$ cat src/kbrb_pkg.sv
// Package for the keyboard report builder: request and status codes,
// controller states, command and status structs, and the character ROM.
// Depends on nothing; the datapath, controller and top level import it.
package kbrb_pkg;

   // Number of key usage slots in a boot keyboard report.
   localparam int unsigned NUM_SLOTS = 6;

   // Key code bases: raw usages start at RAW_BASE, modifier bits at MOD_BASE.
   localparam logic [7:0] RAW_BASE    = 8'd136;
   localparam logic [7:0] MOD_BASE    = 8'd128;
   localparam logic [7:0] ASCII_SPACE = 8'd32;

   // Flag bits carried above the usage byte in a ROM entry.
   localparam int unsigned FLAG_SHIFT = 8;
   localparam int unsigned FLAG_ALTGR = 9;
   localparam int unsigned FLAG_DEAD  = 10;

   // Modifier bits that the ROM flags turn on.
   localparam logic [7:0] MOD_LSHIFT = 8'h02;
   localparam logic [7:0] MOD_RALT   = 8'h40;

   // Request kinds carried in req_type.
   typedef enum logic [1:0] {
      REQ_PRESS       = 2'd0,
      REQ_RELEASE     = 2'd1,
      REQ_RELEASE_ALL = 2'd2,
      REQ_IGNORED     = 2'd3
   } req_kind_type;

   // Status codes of a result item.
   typedef enum logic [1:0] {
      STATUS_OK       = 2'd0,
      STATUS_UNMAPPED = 2'd1,
      STATUS_FULL     = 2'd2
   } status_type;

   // Which operation the datapath carries out in an execute cycle.
   typedef enum logic [1:0] {
      EXEC_MAIN,
      EXEC_SPACE_PRESS,
      EXEC_SPACE_RELEASE
   } exec_sel_type;

   // Controller states.
   typedef enum logic [2:0] {
      ST_IDLE,
      ST_MAIN,
      ST_EMIT_MAIN,
      ST_SPACE_DN,
      ST_EMIT_DN,
      ST_SPACE_UP,
      ST_EMIT_UP
   } ctrl_state_type;

   // Commands from the controller to the datapath.
   typedef struct packed {
      logic         capture;
      logic         exec;
      exec_sel_type exec_sel;
      logic         last;
   } dp_cmd_type;

   // Status from the datapath to the controller.
   typedef struct packed {
      logic last;
   } dp_sts_type;

   // Character ROM for codes 32 to 126, both layout columns.
   function automatic logic [10:0] char_rom(input logic [6:0] idx, input logic col);
      logic [21:0] pair;
      case (idx) inside
         7'd0:  pair = {11'h02c, 11'h02c};
         7'd1:  pair = {11'h11e, 11'h11e};
         7'd2:  pair = {11'h11f, 11'h134};
         7'd3:  pair = {11'h220, 11'h120};
         7'd4:  pair = {11'h121, 11'h121};
         7'd5:  pair = {11'h122, 11'h122};
         7'd6:  pair = {11'h123, 11'h124};
         7'd7:  pair = {11'h02d, 11'h034};
         7'd8:  pair = {11'h125, 11'h126};
         7'd9:  pair = {11'h126, 11'h127};
         7'd10: pair = {11'h130, 11'h125};
         7'd11: pair = {11'h030, 11'h12e};
         7'd12: pair = {11'h036, 11'h036};
         7'd13: pair = {11'h038, 11'h02d};
         7'd14: pair = {11'h037, 11'h037};
         7'd15: pair = {11'h124, 11'h038};
         7'd16: pair = {11'h027, 11'h027};
         7'd17: pair = {11'h01e, 11'h01e};
         7'd18: pair = {11'h01f, 11'h01f};
         7'd19: pair = {11'h020, 11'h020};
         7'd20: pair = {11'h021, 11'h021};
         7'd21: pair = {11'h022, 11'h022};
         7'd22: pair = {11'h023, 11'h023};
         7'd23: pair = {11'h024, 11'h024};
         7'd24: pair = {11'h025, 11'h025};
         7'd25: pair = {11'h026, 11'h026};
         7'd26: pair = {11'h137, 11'h133};
         7'd27: pair = {11'h136, 11'h033};
         7'd28: pair = {11'h064, 11'h136};
         7'd29: pair = {11'h127, 11'h02e};
         7'd30: pair = {11'h164, 11'h137};
         7'd31: pair = {11'h12d, 11'h138};
         7'd32: pair = {11'h21f, 11'h11f};
         // Upper-case letters: shifted usages 0x04 to 0x1d in both layouts.
         [7'd33:7'd58]: pair = {11'h100 | {4'd0, idx - 7'd29},
                                11'h100 | {4'd0, idx - 7'd29}};
         7'd59: pair = {11'h22f, 11'h02f};
         7'd60: pair = {11'h235, 11'h031};
         7'd61: pair = {11'h230, 11'h030};
         7'd62: pair = {11'h52f, 11'h123};
         7'd63: pair = {11'h138, 11'h12d};
         7'd64: pair = {11'h42f, 11'h035};
         // Lower-case letters: plain usages 0x04 to 0x1d in both layouts.
         [7'd65:7'd90]: pair = {{4'd0, idx - 7'd61}, {4'd0, idx - 7'd61}};
         7'd91: pair = {11'h234, 11'h12f};
         7'd92: pair = {11'h21e, 11'h131};
         7'd93: pair = {11'h231, 11'h130};
         7'd94: pair = {11'h221, 11'h135};
         default: pair = 22'd0;
      endcase
      return col ? pair[21:11] : pair[10:0];
   endfunction

   // Full lookup of an ASCII code; zero means the character has no mapping.
   function automatic logic [10:0] rom_lookup(input logic [7:0] code, input logic col);
      logic [10:0] k;
      case (code) inside
         [8'd128:8'd255]: k = 11'd0;
         8'd8:            k = 11'h02a;
         8'd9:            k = 11'h02b;
         8'd10:           k = 11'h028;
         [8'd0:8'd31]:    k = 11'd0;
         default:         k = char_rom(7'(code - ASCII_SPACE), col);
      endcase
      return k;
   endfunction

endpackage

$ cat src/kbrb_if.sv
// Handshake channels of the keyboard report builder: the request channel
// and the report channel, each with valid, ready and payload.
// Depends on nothing.
interface kbrb_req_if;
   logic       valid;
   logic       ready;
   logic [1:0] req_type;
   logic [7:0] key_code;

   modport source (output valid, output req_type, output key_code, input ready);
   modport sink (input valid, input req_type, input key_code, output ready);
endinterface

interface kbrb_rsp_if;
   logic       valid;
   logic       ready;
   logic [7:0] modifiers;
   logic [7:0] key_slot_0;
   logic [7:0] key_slot_1;
   logic [7:0] key_slot_2;
   logic [7:0] key_slot_3;
   logic [7:0] key_slot_4;
   logic [7:0] key_slot_5;
   logic       report_sent;
   logic [1:0] status;
   logic       last;

   modport source (output valid, output modifiers, output key_slot_0,
                   output key_slot_1, output key_slot_2, output key_slot_3,
                   output key_slot_4, output key_slot_5, output report_sent,
                   output status, output last, input ready);
   modport sink (input valid, input modifiers, input key_slot_0,
                 input key_slot_1, input key_slot_2, input key_slot_3,
                 input key_slot_4, input key_slot_5, input report_sent,
                 input status, input last, output ready);
endinterface

$ cat src/kbrb_datapath.sv
// Datapath of the keyboard report builder: request capture, key slots,
// modifier byte, layout register and the press/release execute unit.
// Depends on kbrb_pkg.
module kbrb_datapath
   import kbrb_pkg::*;
(
   input  logic       clock,
   input  logic       reset,
   input  dp_cmd_type cmd,
   output dp_sts_type sts,
   input  logic       csr_wr_en,
   input  logic       csr_wr_data,
   input  logic [1:0] req_type,
   input  logic [7:0] key_code,
   output logic [7:0] modifiers,
   output logic [7:0] slots [NUM_SLOTS],
   output logic       report_sent,
   output logic [1:0] status,
   output logic       last
);

   logic [1:0] req_type_ff;
   logic [7:0] key_code_ff;
   logic [7:0] slots_ff [NUM_SLOTS];
   logic [7:0] slots_in [NUM_SLOTS];
   logic [7:0] mods_ff, mods_in;
   logic       layout_ff;
   status_type status_ff, status_in;
   logic       sent_ff, sent_in;
   logic       last_ff;
   logic       dead_in;

   // Captured request fields.
   always_ff @(posedge clock) begin
      if (cmd.capture) begin
         req_type_ff <= req_type;
         key_code_ff <= key_code;
      end
   end

   // Layout select register.
   always_ff @(posedge clock) begin
      if (reset) begin
         layout_ff <= 1'b0;
      end else if (csr_wr_en) begin
         layout_ff <= csr_wr_data;
      end
   end

   // Execute unit: one press, release or release-all on the current report.
   always_comb begin
      req_kind_type kind;
      logic [7:0]   code;
      logic [10:0]  k;
      logic         mapped;
      logic [7:0]   usage;
      logic [7:0]   mod_mask;
      logic         found;
      logic         placed;

      case (cmd.exec_sel)
         EXEC_SPACE_PRESS: begin
            kind = REQ_PRESS;
            code = ASCII_SPACE;
         end
         EXEC_SPACE_RELEASE: begin
            kind = REQ_RELEASE;
            code = ASCII_SPACE;
         end
         default: begin
            kind = req_kind_type'(req_type_ff);
            code = key_code_ff;
         end
      endcase

      // Decode the key code into a usage and the modifier bits it touches.
      k = rom_lookup(code, layout_ff);
      if (code >= RAW_BASE) begin
         mapped   = 1'b1;
         usage    = code - RAW_BASE;
         mod_mask = 8'd0;
         dead_in  = 1'b0;
      end else if (code >= MOD_BASE) begin
         mapped   = 1'b1;
         usage    = 8'd0;
         mod_mask = 8'd1 << code[2:0];
         dead_in  = 1'b0;
      end else begin
         mapped   = (k != 11'd0);
         usage    = k[7:0];
         mod_mask = (k[FLAG_SHIFT] ? MOD_LSHIFT : 8'd0) | (k[FLAG_ALTGR] ? MOD_RALT : 8'd0);
         dead_in  = k[FLAG_DEAD];
      end

      slots_in  = slots_ff;
      mods_in   = mods_ff;
      status_in = STATUS_OK;
      sent_in   = 1'b1;
      found     = 1'b0;
      placed    = 1'b0;

      case (kind)
         REQ_PRESS: begin
            if (!mapped) begin
               status_in = STATUS_UNMAPPED;
            end else begin
               mods_in = mods_ff | mod_mask;
               for (int i = 0; i < NUM_SLOTS; i++) begin
                  if (slots_ff[i] == usage) found = 1'b1;
               end
               if (!found) begin
                  for (int i = 0; i < NUM_SLOTS; i++) begin
                     if (!placed && slots_ff[i] == 8'd0) begin
                        slots_in[i] = usage;
                        placed      = 1'b1;
                     end
                  end
                  if (!placed) status_in = STATUS_FULL;
               end
            end
         end
         REQ_RELEASE: begin
            if (!mapped) begin
               status_in = STATUS_UNMAPPED;
            end else begin
               mods_in = mods_ff & ~mod_mask;
               for (int i = 0; i < NUM_SLOTS; i++) begin
                  if (usage != 8'd0 && slots_ff[i] == usage) slots_in[i] = 8'd0;
               end
            end
         end
         REQ_RELEASE_ALL: begin
            mods_in = 8'd0;
            for (int i = 0; i < NUM_SLOTS; i++) slots_in[i] = 8'd0;
         end
         default: begin
            sent_in = 1'b0;
         end
      endcase

      if (status_in != STATUS_OK) sent_in = 1'b0;
      // A dead key only counts when its own press went through.
      dead_in = dead_in && (kind == REQ_PRESS) && (status_in == STATUS_OK);
   end

   // Report state, updated once per execute cycle.
   always_ff @(posedge clock) begin
      if (reset) begin
         mods_ff <= 8'd0;
         for (int i = 0; i < NUM_SLOTS; i++) slots_ff[i] <= 8'd0;
      end else if (cmd.exec) begin
         mods_ff  <= mods_in;
         slots_ff <= slots_in;
      end
   end

   // Per-item result fields held until the item is taken. A dead key press
   // is never the last result, since the space press and release follow.
   always_ff @(posedge clock) begin
      if (cmd.exec) begin
         status_ff <= status_in;
         sent_ff   <= sent_in;
         last_ff   <= cmd.last && !dead_in;
      end
   end

   // Status to the controller and the outgoing report.
   assign sts.last     = last_ff;
   assign modifiers    = mods_ff;
   assign slots        = slots_ff;
   assign report_sent  = sent_ff;
   assign status       = status_ff;
   assign last         = last_ff;

endmodule

$ cat src/kbrb_controller.sv
// Controller of the keyboard report builder: sequences capture, execute and
// result handshakes, including the extra space press and release of a dead key.
// Depends on kbrb_pkg.
module kbrb_controller
   import kbrb_pkg::*;
(
   input  logic       clock,
   input  logic       reset,
   input  logic       req_valid,
   output logic       req_ready,
   output logic       rsp_valid,
   input  logic       rsp_ready,
   output dp_cmd_type cmd,
   input  dp_sts_type sts
);

   ctrl_state_type state_ff, state_in;

   // State register.
   always_ff @(posedge clock) begin
      if (reset) begin
         state_ff <= ST_IDLE;
      end else begin
         state_ff <= state_in;
      end
   end

   // Next state.
   always_comb begin
      state_in = state_ff;
      case (state_ff)
         ST_IDLE: begin
            if (req_valid) state_in = ST_MAIN;
         end
         ST_MAIN: begin
            state_in = ST_EMIT_MAIN;
         end
         ST_EMIT_MAIN: begin
            if (rsp_ready) state_in = sts.last ? ST_IDLE : ST_SPACE_DN;
         end
         ST_SPACE_DN: begin
            state_in = ST_EMIT_DN;
         end
         ST_EMIT_DN: begin
            if (rsp_ready) state_in = ST_SPACE_UP;
         end
         ST_SPACE_UP: begin
            state_in = ST_EMIT_UP;
         end
         ST_EMIT_UP: begin
            if (rsp_ready) state_in = ST_IDLE;
         end
         default: begin
            state_in = ST_IDLE;
         end
      endcase
   end

   // Outputs and datapath commands.
   always_comb begin
      req_ready    = 1'b0;
      rsp_valid    = 1'b0;
      cmd.capture  = 1'b0;
      cmd.exec     = 1'b0;
      cmd.exec_sel = EXEC_MAIN;
      cmd.last     = 1'b1;
      case (state_ff)
         ST_IDLE: begin
            req_ready   = 1'b1;
            cmd.capture = 1'b1;
         end
         ST_MAIN: begin
            cmd.exec = 1'b1;
         end
         ST_SPACE_DN: begin
            cmd.exec     = 1'b1;
            cmd.exec_sel = EXEC_SPACE_PRESS;
            cmd.last     = 1'b0;
         end
         ST_SPACE_UP: begin
            cmd.exec     = 1'b1;
            cmd.exec_sel = EXEC_SPACE_RELEASE;
         end
         ST_EMIT_MAIN, ST_EMIT_DN, ST_EMIT_UP: begin
            rsp_valid = 1'b1;
         end
         default: begin
            req_ready = 1'b0;
         end
      endcase
   end

endmodule

$ cat src/keyboard_report_builder_core.sv
// Top level of the keyboard report builder: controller, datapath and ports.
// Depends on kbrb_pkg, kbrb_if, kbrb_controller and kbrb_datapath.
//
// Keeps a USB HID boot keyboard report (modifier byte and six key slots) and
// answers each press, release or release-all request with one result item,
// or three for a dead key (its own report, a space press, a space release).
// The block works on one request at a time: it accepts a request while idle,
// and each result is computed in the datapath's execute unit and then waits
// on the report channel until taken. The user must write the layout select
// register through csr_wr_en and csr_wr_data only while idle; the block
// itself does not enforce this.
module keyboard_report_builder_core
   import kbrb_pkg::*;
(
   input  logic   clock,
   input  logic   reset,
   kbrb_req_if.sink   req_chan,
   kbrb_rsp_if.source rsp_chan,
   input  logic   csr_wr_en,
   input  logic   csr_wr_data
);

   dp_cmd_type cmd;
   dp_sts_type sts;
   logic [7:0] slots [NUM_SLOTS];

   // Sequencer for capture, execute and handshakes.
   kbrb_controller u_ctrl (
      .clock     (clock),
      .reset     (reset),
      .req_valid (req_chan.valid),
      .req_ready (req_chan.ready),
      .rsp_valid (rsp_chan.valid),
      .rsp_ready (rsp_chan.ready),
      .cmd       (cmd),
      .sts       (sts)
   );

   // Report state and execute unit.
   kbrb_datapath u_dp (
      .clock       (clock),
      .reset       (reset),
      .cmd         (cmd),
      .sts         (sts),
      .csr_wr_en   (csr_wr_en),
      .csr_wr_data (csr_wr_data),
      .req_type    (req_chan.req_type),
      .key_code    (req_chan.key_code),
      .modifiers   (rsp_chan.modifiers),
      .slots       (slots),
      .report_sent (rsp_chan.report_sent),
      .status      (rsp_chan.status),
      .last        (rsp_chan.last)
   );

   // Slot array onto the named report fields.
   assign rsp_chan.key_slot_0 = slots[0];
   assign rsp_chan.key_slot_1 = slots[1];
   assign rsp_chan.key_slot_2 = slots[2];
   assign rsp_chan.key_slot_3 = slots[3];
   assign rsp_chan.key_slot_4 = slots[4];
   assign rsp_chan.key_slot_5 = slots[5];

endmodule
$ cat src/flat_wrapper.sv
// flat-port wrapper written by rule: the top's interface ports become plain ports
module keyboard_report_builder_core_flat import kbrb_pkg::*;
  (clock, reset, csr_wr_en, csr_wr_data, req_chan_valid, req_chan_req_type, req_chan_key_code, req_chan_ready, rsp_chan_valid, rsp_chan_modifiers, rsp_chan_key_slot_0, rsp_chan_key_slot_1, rsp_chan_key_slot_2, rsp_chan_key_slot_3, rsp_chan_key_slot_4, rsp_chan_key_slot_5, rsp_chan_report_sent, rsp_chan_status, rsp_chan_last, rsp_chan_ready);
  kbrb_req_if req_chan_i ();
  kbrb_rsp_if rsp_chan_i ();
  input  logic clock;
  input  logic reset;
  input  logic csr_wr_en;
  input  logic csr_wr_data;
  input wire logic [$bits(req_chan_i.valid)-1:0] req_chan_valid;
  input wire logic [$bits(req_chan_i.req_type)-1:0] req_chan_req_type;
  input wire logic [$bits(req_chan_i.key_code)-1:0] req_chan_key_code;
  output wire logic [$bits(req_chan_i.ready)-1:0] req_chan_ready;
  output wire logic [$bits(rsp_chan_i.valid)-1:0] rsp_chan_valid;
  output wire logic [$bits(rsp_chan_i.modifiers)-1:0] rsp_chan_modifiers;
  output wire logic [$bits(rsp_chan_i.key_slot_0)-1:0] rsp_chan_key_slot_0;
  output wire logic [$bits(rsp_chan_i.key_slot_1)-1:0] rsp_chan_key_slot_1;
  output wire logic [$bits(rsp_chan_i.key_slot_2)-1:0] rsp_chan_key_slot_2;
  output wire logic [$bits(rsp_chan_i.key_slot_3)-1:0] rsp_chan_key_slot_3;
  output wire logic [$bits(rsp_chan_i.key_slot_4)-1:0] rsp_chan_key_slot_4;
  output wire logic [$bits(rsp_chan_i.key_slot_5)-1:0] rsp_chan_key_slot_5;
  output wire logic [$bits(rsp_chan_i.report_sent)-1:0] rsp_chan_report_sent;
  output wire logic [$bits(rsp_chan_i.status)-1:0] rsp_chan_status;
  output wire logic [$bits(rsp_chan_i.last)-1:0] rsp_chan_last;
  input wire logic [$bits(rsp_chan_i.ready)-1:0] rsp_chan_ready;
  assign req_chan_i.valid = req_chan_valid;
  assign req_chan_i.req_type = req_chan_req_type;
  assign req_chan_i.key_code = req_chan_key_code;
  assign req_chan_ready = req_chan_i.ready;
  assign rsp_chan_valid = rsp_chan_i.valid;
  assign rsp_chan_modifiers = rsp_chan_i.modifiers;
  assign rsp_chan_key_slot_0 = rsp_chan_i.key_slot_0;
  assign rsp_chan_key_slot_1 = rsp_chan_i.key_slot_1;
  assign rsp_chan_key_slot_2 = rsp_chan_i.key_slot_2;
  assign rsp_chan_key_slot_3 = rsp_chan_i.key_slot_3;
  assign rsp_chan_key_slot_4 = rsp_chan_i.key_slot_4;
  assign rsp_chan_key_slot_5 = rsp_chan_i.key_slot_5;
  assign rsp_chan_report_sent = rsp_chan_i.report_sent;
  assign rsp_chan_status = rsp_chan_i.status;
  assign rsp_chan_last = rsp_chan_i.last;
  assign rsp_chan_i.ready = rsp_chan_ready;
  keyboard_report_builder_core u_core (.clock(clock), .reset(reset), .req_chan(req_chan_i), .rsp_chan(rsp_chan_i), .csr_wr_en(csr_wr_en), .csr_wr_data(csr_wr_data));
endmodule
$ cat config.mk
export PLATFORM = sky130hd
export DESIGN_NAME = keyboard_report_builder_core_flat
export DESIGN_NICKNAME = d
export VERILOG_FILES = /design/src/kbrb_pkg.sv /design/src/kbrb_if.sv /design/src/kbrb_datapath.sv /design/src/kbrb_controller.sv /design/src/keyboard_report_builder_core.sv /design/src/flat_wrapper.sv
export SDC_FILE = /design/constraint.sdc
export NUM_CORES = 1
export LEC_CHECK = 0
export BUFFER_PORTS_ARGS = -buffer_cell sky130_fd_sc_hd__buf_2
export CORE_UTILIZATION = 40
export DETAILED_ROUTE_END_ITERATION = 8
export SETUP_SLACK_MARGIN = 0.15
export SLEW_MARGIN = 20
export SYNTH_ARGS = -nofsm -noshare
export SYNTH_HDL_FRONTEND = slang
export SYNTH_SLANG_ARGS = --single-unit
$ cat constraint.sdc
create_clock -name clock -period 6.1 [get_ports clock]
set_input_delay 0.61 -clock clock [delete_from_list [all_inputs] [get_ports clock]]
set_output_delay 0.61 -clock clock [all_outputs]
set_load 0.005 [all_outputs]
==> results of run 1 <==
layout make-up:
| cell class | count | area, µm² |
|---|---|---|
| repair buffers | 181 | 1200 |
| clock inverters | 7 | 81.3 |
| fillers | 2182 | 10900 |
| inverters | 36 | 139 |
| multi-input cells | 964 | 6440 |
| flip-flops and latches | 74 | 1630 |
| clock buffers | 9 | 225 |
| well taps | 275 | 344 |
cells by family after synthesis:
| logic type | after synthesis | synth area share (%) |
|---|---|---|
| compound gates | 493 | 41.9 |
| xor+xnor | 23 | 2.45 |
| fa+ha+maj | 15 | 2.20 |
| buf+inv | 126 | 6.91 |
| flops | 74 | 19.0 |
| mux | 19 | 2.28 |
| simple gates | 413 | 25.2 |
state kept, by name, summed over array words and instances (netlist names):
name and count:
u_core.u_ctrl.state_ff 3, u_core.u_dp.key_code_ff 8, u_core.u_dp.last 1, u_core.u_dp.layout_ff 1, u_core.u_dp.modifiers 8, u_core.u_dp.report_sent 1
u_core.u_dp.req_type_ff 2, u_core.u_dp.slots 48, u_core.u_dp.status 2
Yosys cell counts, types with 20 or more instances:
cell,n
a211oi_1,28
o211ai_1,63
o31ai_1,41
nor2_1,93
nor3_1,36
inv_1,35
nand3_1,29
buf_2,26
o21ai_0,61
a21oi_1,73
dfxtp_1,60
clkbuf_1,49
nor4_1,20
nand2_1,105
a31oi_1,27
stage by stage:
stage	util [%]	hold slack (ps)	cells	cell area, µm²
floorplan	-	496	1163	8520
global placement	45.7	492	1526	9580
detailed placement	45.7	493	1526	9580
CTS	47.5	424	1545	9940
global route	48.0	423	1546	10100
finish	48.0	430	1546	10100
power by group through the flow:
stage	Sequential [mW]	Clock, mW	Combinational, mW
finish	0.568	0.574	1.51
global route	0.571	0.602	1.56
CTS	0.566	0.579	1.39
detailed placement	0.577	0	1.37
global placement	0.577	0	1.39
floorplan	0.560	0	0.873
per-layer routing:
layer	part of all wire, %	global-route usage [%]	vias up
li1	-	-	4800
met1	41	57.3	5338
met2	40	55.4	1006
met3	15	13.3	201
met4	4.8	17.9	0
met5	0	0	-
final timing paths:
check,endpoint
setup / recovery,u_core.u_dp.slots[47]
hold / removal,u_core.u_dp.req_type_ff[0]
hold reg to reg,u_core.u_ctrl.state_ff[0]
setup reg to reg,u_core.u_dp.slots[47]
repair_timing:
action                                 CTS  global route
setup endpoints to repair               38            59
cloned                                   1             0
endpoints found under the hold margin    0             0
pin swaps                                0             2
gates resized for setup                  5            20
setup buffers                            2             1
==> flow_metrics.env, run 1 <==
export IMPL_wl_per_cell_um=29.2
export IMPL_design_die_area_mm2=0.0219
export IMPL_die_x_um=148
export IMPL_io_pins=78
export IMPL_grt_usage_pct=40.7
export IMPL_dp_slack_ps=-45.5
export IMPL_grt_pass1_vias=10100
export IMPL_critPathRequiredTime_ps=6380
export IMPL_numCtsBuffers=9
export IMPL_hp_start="req_chan_req_type[0]"
export IMPL_clkPwrFrac_pct=21.6
export IMPL_antennaDiodeCount=0
export IMPL_critical_path_cell_chain="xor2_4, nand2_1, nand2_1, ha_1, buf_4, and4_1, o211ai_1, nor2_1, and4b_1, nor4bb_1, a311oi_1, and3b_1, nor2_1, or4_1, and3_1, o21ai_2, o21ai_2, o22ai_1"
export IMPL_syn_cell_area_mm2=0.00852
export IMPL_crit_type="reg2reg"
export IMPL_die_y_um=148
export IMPL_worst_hold_path_type="in2reg"
export IMPL_startpoint="u_core.u_ctrl.state_ff[1]"
export IMPL_grt_pass1_wl_um=66600
export IMPL_internal_power_mw=1.34
export IMPL_ant_nets=0
export IMPL_layout_nets=1297
export IMPL_setup_viol=0
export IMPL_timing_rr_start="u_core.u_ctrl.state_ff[1]"
export IMPL_postCtsHoldBufs=0
export IMPL_critPathBufInv=1
export IMPL_p_total_mw=2.65
export IMPL_cts_root_buffer="clkbuf_16"
export IMPL_relSlewSlack_pct=28.0
export IMPL_drv_cap=0
export IMPL_vias=11300
export IMPL_tightest_slew_ps=1080
export IMPL_row_count=53
export IMPL_rsz0062_at_grt="false"
export IMPL_fin_ws_ps=339
export IMPL_p_per_area_mw_per_mm2=264
export IMPL_cp_slowest_cell="or4_1"
export IMPL_synth_ff_type="dfxtp_1"
export IMPL_yosys_area_top_type="dfxtp_1"
export IMPL_drc=0
export IMPL_cts_num_sinks=74
export IMPL_seq_area_frac_synth_pct=19.0
export IMPL_initial_utilization_pct=40.6
export IMPL_synth_fp_nets=1194
export IMPL_clock_fmax_mhz=174
export IMPL_core_mm2=0.0210
export IMPL_leakage_nw=3.74
export IMPL_htree_levels=3
export IMPL_vias_per_cell=7.34
export IMPL_ys_seq_elements=74
export IMPL_synth_warnings=0
export IMPL_peakVddDrop_uv=131
export IMPL_critPathMaxStageDelay_ps=660
export IMPL_dp_hpwl_um=33100
export IMPL_period_needed_ps=5760
export IMPL_cp_num_cells=18
export IMPL_final_setup_tns_ps=0
export IMPL_io_buffers=77
export IMPL_drt_pass1_iterations=7
export IMPL_clk_pin_slew_ps=70
export IMPL_r2r_slack_ps=340
export IMPL_final_max_slew_viol_count=0
export IMPL_synth_edf_count=14
export IMPL_antenna_found_initial=0
export IMPL_finalHoldViolations=0
export IMPL_period_share_pct=94.4
export IMPL_path_max_fanout=10
export IMPL_synth_cell_type_count=98
export IMPL_crit_path_end_kind="flop"
export IMPL_critPathTopFamily="simple AND/OR/NAND/NOR gates"
export IMPL_switchingPower_mw=1.31
export IMPL_cp_start_kind="flop"
export IMPL_synth_cells=1163
export IMPL_syn_avg_cell_area_um2=7.32
export IMPL_arrival_ps=6040
export IMPL_holdPathStages=1
export IMPL_drt_iter0_drc=1916
export IMPL_place_congestion=1.19
export IMPL_combPwrFrac_pct=56.9
export IMPL_syn2layout_area_growth_pct=18.1
export IMPL_drive_gt1_share_pct=20.1
export IMPL_synth_top_area_share_pct=14.1
export IMPL_cts_tree="built"
export IMPL_clock_latency_ps=350
export IMPL_status="completed"
export IMPL_worstRegToRegCells=18
export IMPL_synth_area_top_cells="dfxtp_1 (14%), o211ai_1 (5.6%), edfxtp_1 (4.9%)"
export IMPL_grt_max_degree=43
export IMPL_async_reset_ff_share_pct=0
export IMPL_skew_ps=10.0
export IMPL_final_common_cell="nand2_1"
export IMPL_swShare_pct=49.5
export IMPL_routed_wl_um=45100
export IMPL_most_common_layout_cells="nand2_1 (104), buf_4 (101), nor2_1 (92)"
export IMPL_gr_total_overflow=0
export IMPL_power_frac_seq_pct=21.4
export IMPL_max_clock_path_buffers=2
Note: power is estimated with default switching activity, not from simulation.
==> inputs of run 2 (changes only) <==
CORE_ASPECT_RATIO = 2   (was unset)
clock period = 6.01 ns   (was 6.1 ns; I/O delays follow)
==> run 2 against run 1 <==
Against the previous run: the flow now stops in global routing (5_1_grt); area after synthesis is the same; synthesized cell count is the same.
==> flow_metrics.env, run 2 <==
export IMPL_status="did not finish"
export IMPL_stop_stage="global routing (5_1_grt)"
export IMPL_error_line="[ERROR GRT-0116] Global routing finished with congestion. Check the congestion regions in the DRC Viewer."
export IMPL_dp_slack_ps=65.0
export IMPL_die_y_um=208
export IMPL_synthMostInstantiatedCell="nand2_1"
export IMPL_cts_num_sinks=74
export IMPL_synth_top_area_share_pct=14.1
export IMPL_grt_pass1_vias=12700
export IMPL_grt_usage_pct=55.3
export IMPL_postCtsHoldBufs=0
export IMPL_dp_hpwl_um=42600
export IMPL_syn_avg_cell_area_um2=7.32
export IMPL_yosys_area_top_type="dfxtp_1"
export IMPL_synth_fp_nets=1194
export IMPL_async_reset_ff_share_pct=0
export IMPL_row_count=75
export IMPL_ys_seq_elements=74
export IMPL_place_congestion=1.15
export IMPL_io_pins=78
export IMPL_cts_root_buffer="clkbuf_16"
export IMPL_max_clock_path_buffers=2
export IMPL_synth_edf_count=14
export IMPL_synth_cells=1163
export IMPL_grt_max_degree=42
export IMPL_io_buffers=77
export IMPL_syn_cell_area_mm2=0.00852
export IMPL_initial_utilization_pct=40.7
export IMPL_die_x_um=105
export IMPL_synth_commonest_cells="nand2_1 (105), nor2_1 (93), a21oi_1 (73), o211ai_1 (63), o21ai_0 (61)"
export IMPL_synth_area_top_cells="dfxtp_1 (14%), o211ai_1 (5.6%), edfxtp_1 (4.9%)"
export IMPL_numCtsBuffers=9
export IMPL_seq_area_frac_synth_pct=19.0
export IMPL_grt_pass1_wl_um=90200
export IMPL_synth_ff_type="dfxtp_1"
export IMPL_htree_levels=3
export IMPL_synth_warnings=0
export IMPL_synth_cell_type_count=98
export IMPL_gr_total_overflow=91
[run 2: cell counts after synthesis]
Identical to the previous run, type by type.
[run 2: layer usage]
layer  GRT usage, %  overflow
met5          0.691         0
met4           59.3        35
met3           24.5         1
met2           86.0        54
met1           51.3         1
[run 2: kinds of logic after synthesis]
group | after synthesis | share of synthesized area, %
compound gates | 493 | 41.9
simple gates | 413 | 25.2
buf+inv | 126 | 6.91
flops | 74 | 19.0
xor+xnor | 23 | 2.45
mux | 19 | 2.28
fa+ha+maj | 15 | 2.20
[run 2: what timing repair did]
item,4_1_cts
setup buffers,1
gates resized for setup,2
endpoints found under the setup margin,48
pin swaps,1
[run 2: per-stage QoR]
stage | instance area (µm²) | instances
after CTS | 10500 | 1608
after detailed placement | 10100 | 1591
after global placement | 10100 | 1591
after floorplan | 8520 | 1163
==> inputs of run 3 (changes only) <==
CORE_ASPECT_RATIO = unset   (was 2)
CORE_UTILIZATION = 25   (was 40)
PLACE_DENSITY_LB_ADDON = 0.15   (was unset)
SETUP_SLACK_MARGIN = unset   (was 0.15)
==> run 3 against run 2 <==
Against the previous run: the flow now finishes without violations.
==> flow_metrics.env, run 3 (same netlist as run 1, synthesis figures left out) <==
export IMPL_peakVddDrop_uv=137
export IMPL_cp_slowest_cell="or4_1"
export IMPL_final_common_cell="buf_4"
export IMPL_vias_per_cell=6.26
export IMPL_most_common_layout_cells="buf_4 (165), nand2_1 (105), nor2_1 (93)"
export IMPL_die_x_um=187
export IMPL_io_pins=78
export IMPL_final_setup_tns_ps=0
export IMPL_use_met1_pct=40.1
export IMPL_final_max_slew_viol_count=0
export IMPL_initial_utilization_pct=25.4
export IMPL_setup_viol=0
export IMPL_rsz0062_at_grt="false"
export IMPL_met2_usage_pct=45.6
export IMPL_tightest_slew_ps=1030
export IMPL_timing_rr_start="u_core.u_ctrl.state_ff[1]"
export IMPL_grt_busiest_layer="met2"
export IMPL_finalHoldViolations=0
export IMPL_grt_pass1_wl_um=75500
export IMPL_path_max_fanout=16
export IMPL_skew_ps=10.8
export IMPL_clk_pin_slew_ps=60
export IMPL_layout_nets=1363
export IMPL_grt_usage_pct=29.1
export IMPL_ant_nets=0
export IMPL_hp_start="req_chan_key_code[7]"
export IMPL_critPathBufInv=4
export IMPL_met3_usage_pct=3.72
export IMPL_critPathTopFamily="compound AO/OA/AOI/OAI gates"
export IMPL_status="completed"
export IMPL_antenna_found_initial=0
export IMPL_crit_path_end_kind="flop"
export IMPL_period_needed_ps=5800
export IMPL_relSlewSlack_pct=30.9
export IMPL_row_count=67
export IMPL_syn2layout_area_growth_pct=26.1
export IMPL_p_total_mw=2.78
export IMPL_arrival_ps=6060
export IMPL_design_die_area_mm2=0.0348
export IMPL_final_util_pct=32.0
export IMPL_routed_wl_um=51900
export IMPL_dp_slack_ps=-298
export IMPL_vias=11200
export IMPL_place_congestion=0.998
export IMPL_drv_cap=0
export IMPL_p_per_area_mw_per_mm2=259
export IMPL_period_share_pct=96.5
export IMPL_htree_levels=3
export IMPL_drt_pass1_iterations=6
export IMPL_largest_register_ffs=48
export IMPL_antennaDiodeCount=0
export IMPL_core_mm2=0.0335
export IMPL_clock_fmax_mhz=172
export IMPL_worst_hold_path_type="in2reg"
export IMPL_crit_type="reg2reg"
export IMPL_fin_ws_ps=211
export IMPL_critPathRequiredTime_ps=6280
export IMPL_clock_latency_ps=360
export IMPL_crit_top_cell="buf_4"
export IMPL_wl_per_cell_um=29.1
export IMPL_critPathMaxStageDelay_ps=680
export IMPL_numCtsBuffers=9
export IMPL_gr_total_overflow=0
export IMPL_cts_setup_buffers=0
export IMPL_cts_root_buffer="clkbuf_16"
export IMPL_cp_start_kind="flop"
export IMPL_leakage_nw=4.03
export IMPL_dp_hpwl_um=39700
export IMPL_startpoint="u_core.u_ctrl.state_ff[1]"
export IMPL_fillers=3767
export IMPL_drc=0
export IMPL_drt_iter0_drc=1234
export IMPL_max_clock_path_buffers=2
export IMPL_grt_max_degree=42
export IMPL_drive_gt1_share_pct=23.3
export IMPL_cts_tree="built"
export IMPL_die_y_um=187
export IMPL_cts_num_sinks=74
export IMPL_critical_path_cell_chain="xor2_4, nand2_1, buf_4, nand2_1, ha_1, or4b_1, o311a_1, o221a_1, buf_4, a2111oi_1, o31ai_1, a21o_1, o21ai_0, o211ai_1, or4_1, nor4b_1, buf_4, o21ai_2, buf_4, o211ai_1, o31ai_1"
export IMPL_io_buffers=77
export IMPL_grt_pass1_vias=10700
## run 3: timing repair
action	CTS	global route
hold buffers	0	0
endpoints found under the setup margin	55	55
gates resized for setup	3	10
## run 3: routing by layer
metal  part of all wire (%)  vias to the layer above  wire [µm]
li1                       -                     4934          -
met1                     44                     5503      23000
met2                     44                      606      22900
met3                    7.2                      130       3710
met4                    4.3                        0       2240
met5                      0                        -          0
## run 3: metrics by stage
step / hold slack, ps / std cells / instance area (µm²)
finish: 414 / 1785 / 10700
global placement: 520 / 1769 / 10400
floorplan: 496 / 1163 / 8520
global route: 403 / 1785 / 10700
detailed placement: 511 / 1769 / 10400
CTS: 397 / 1785 / 10700
## run 3: report_power, final
| part | switching (mW) | internal [mW] | leakage, nW |
|---|---|---|---|
| Clock | 0.219 | 0.332 | 0.144 |
| Combinational | 1.06 | 0.591 | 3.27 |
| Sequential | 0.0433 | 0.534 | 0.621 |
## run 3: area by class of cell
class	count	area [µm²]	area share, %
clock buffer	13	250	2.33
clock inverter	3	40.0	0.373
inverter	36	135	1.26
multi-input combinational	963	6390	59.5
sequential	74	1620	15.1
tap	448	561	5.22
timing repair buffer	248	1740	16.2
## run 3: worst reg2reg max path, stage by stage, from the launching register on
cell       delay [ps]
dfxtp_1           490
xor2_4            190
nand2_1            90
buf_4             220
nand2_1           150
ha_1              250
or4b_1            450
o311a_1           180
o221a_1           390
buf_4             270
a2111oi_1         530
o31ai_1           200
a21o_1            270
o21ai_0           250
o211ai_1          170
or4_1             680
nor4b_1           220
buf_4             160
o21ai_2           100
buf_4             240
o211ai_1          130
o31ai_1           100
## run 3: path summary, 6_finish.rpt
kind                                     end  slack (ps)  cells after the start
setup / recovery       u_core.u_dp.slots[12]         210                     21
hold / removal    u_core.u_dp.key_code_ff[7]         410                      1
setup reg to reg       u_core.u_dp.slots[12]         210                     21
hold reg to reg     u_core.u_dp.modifiers[4]         520                      2
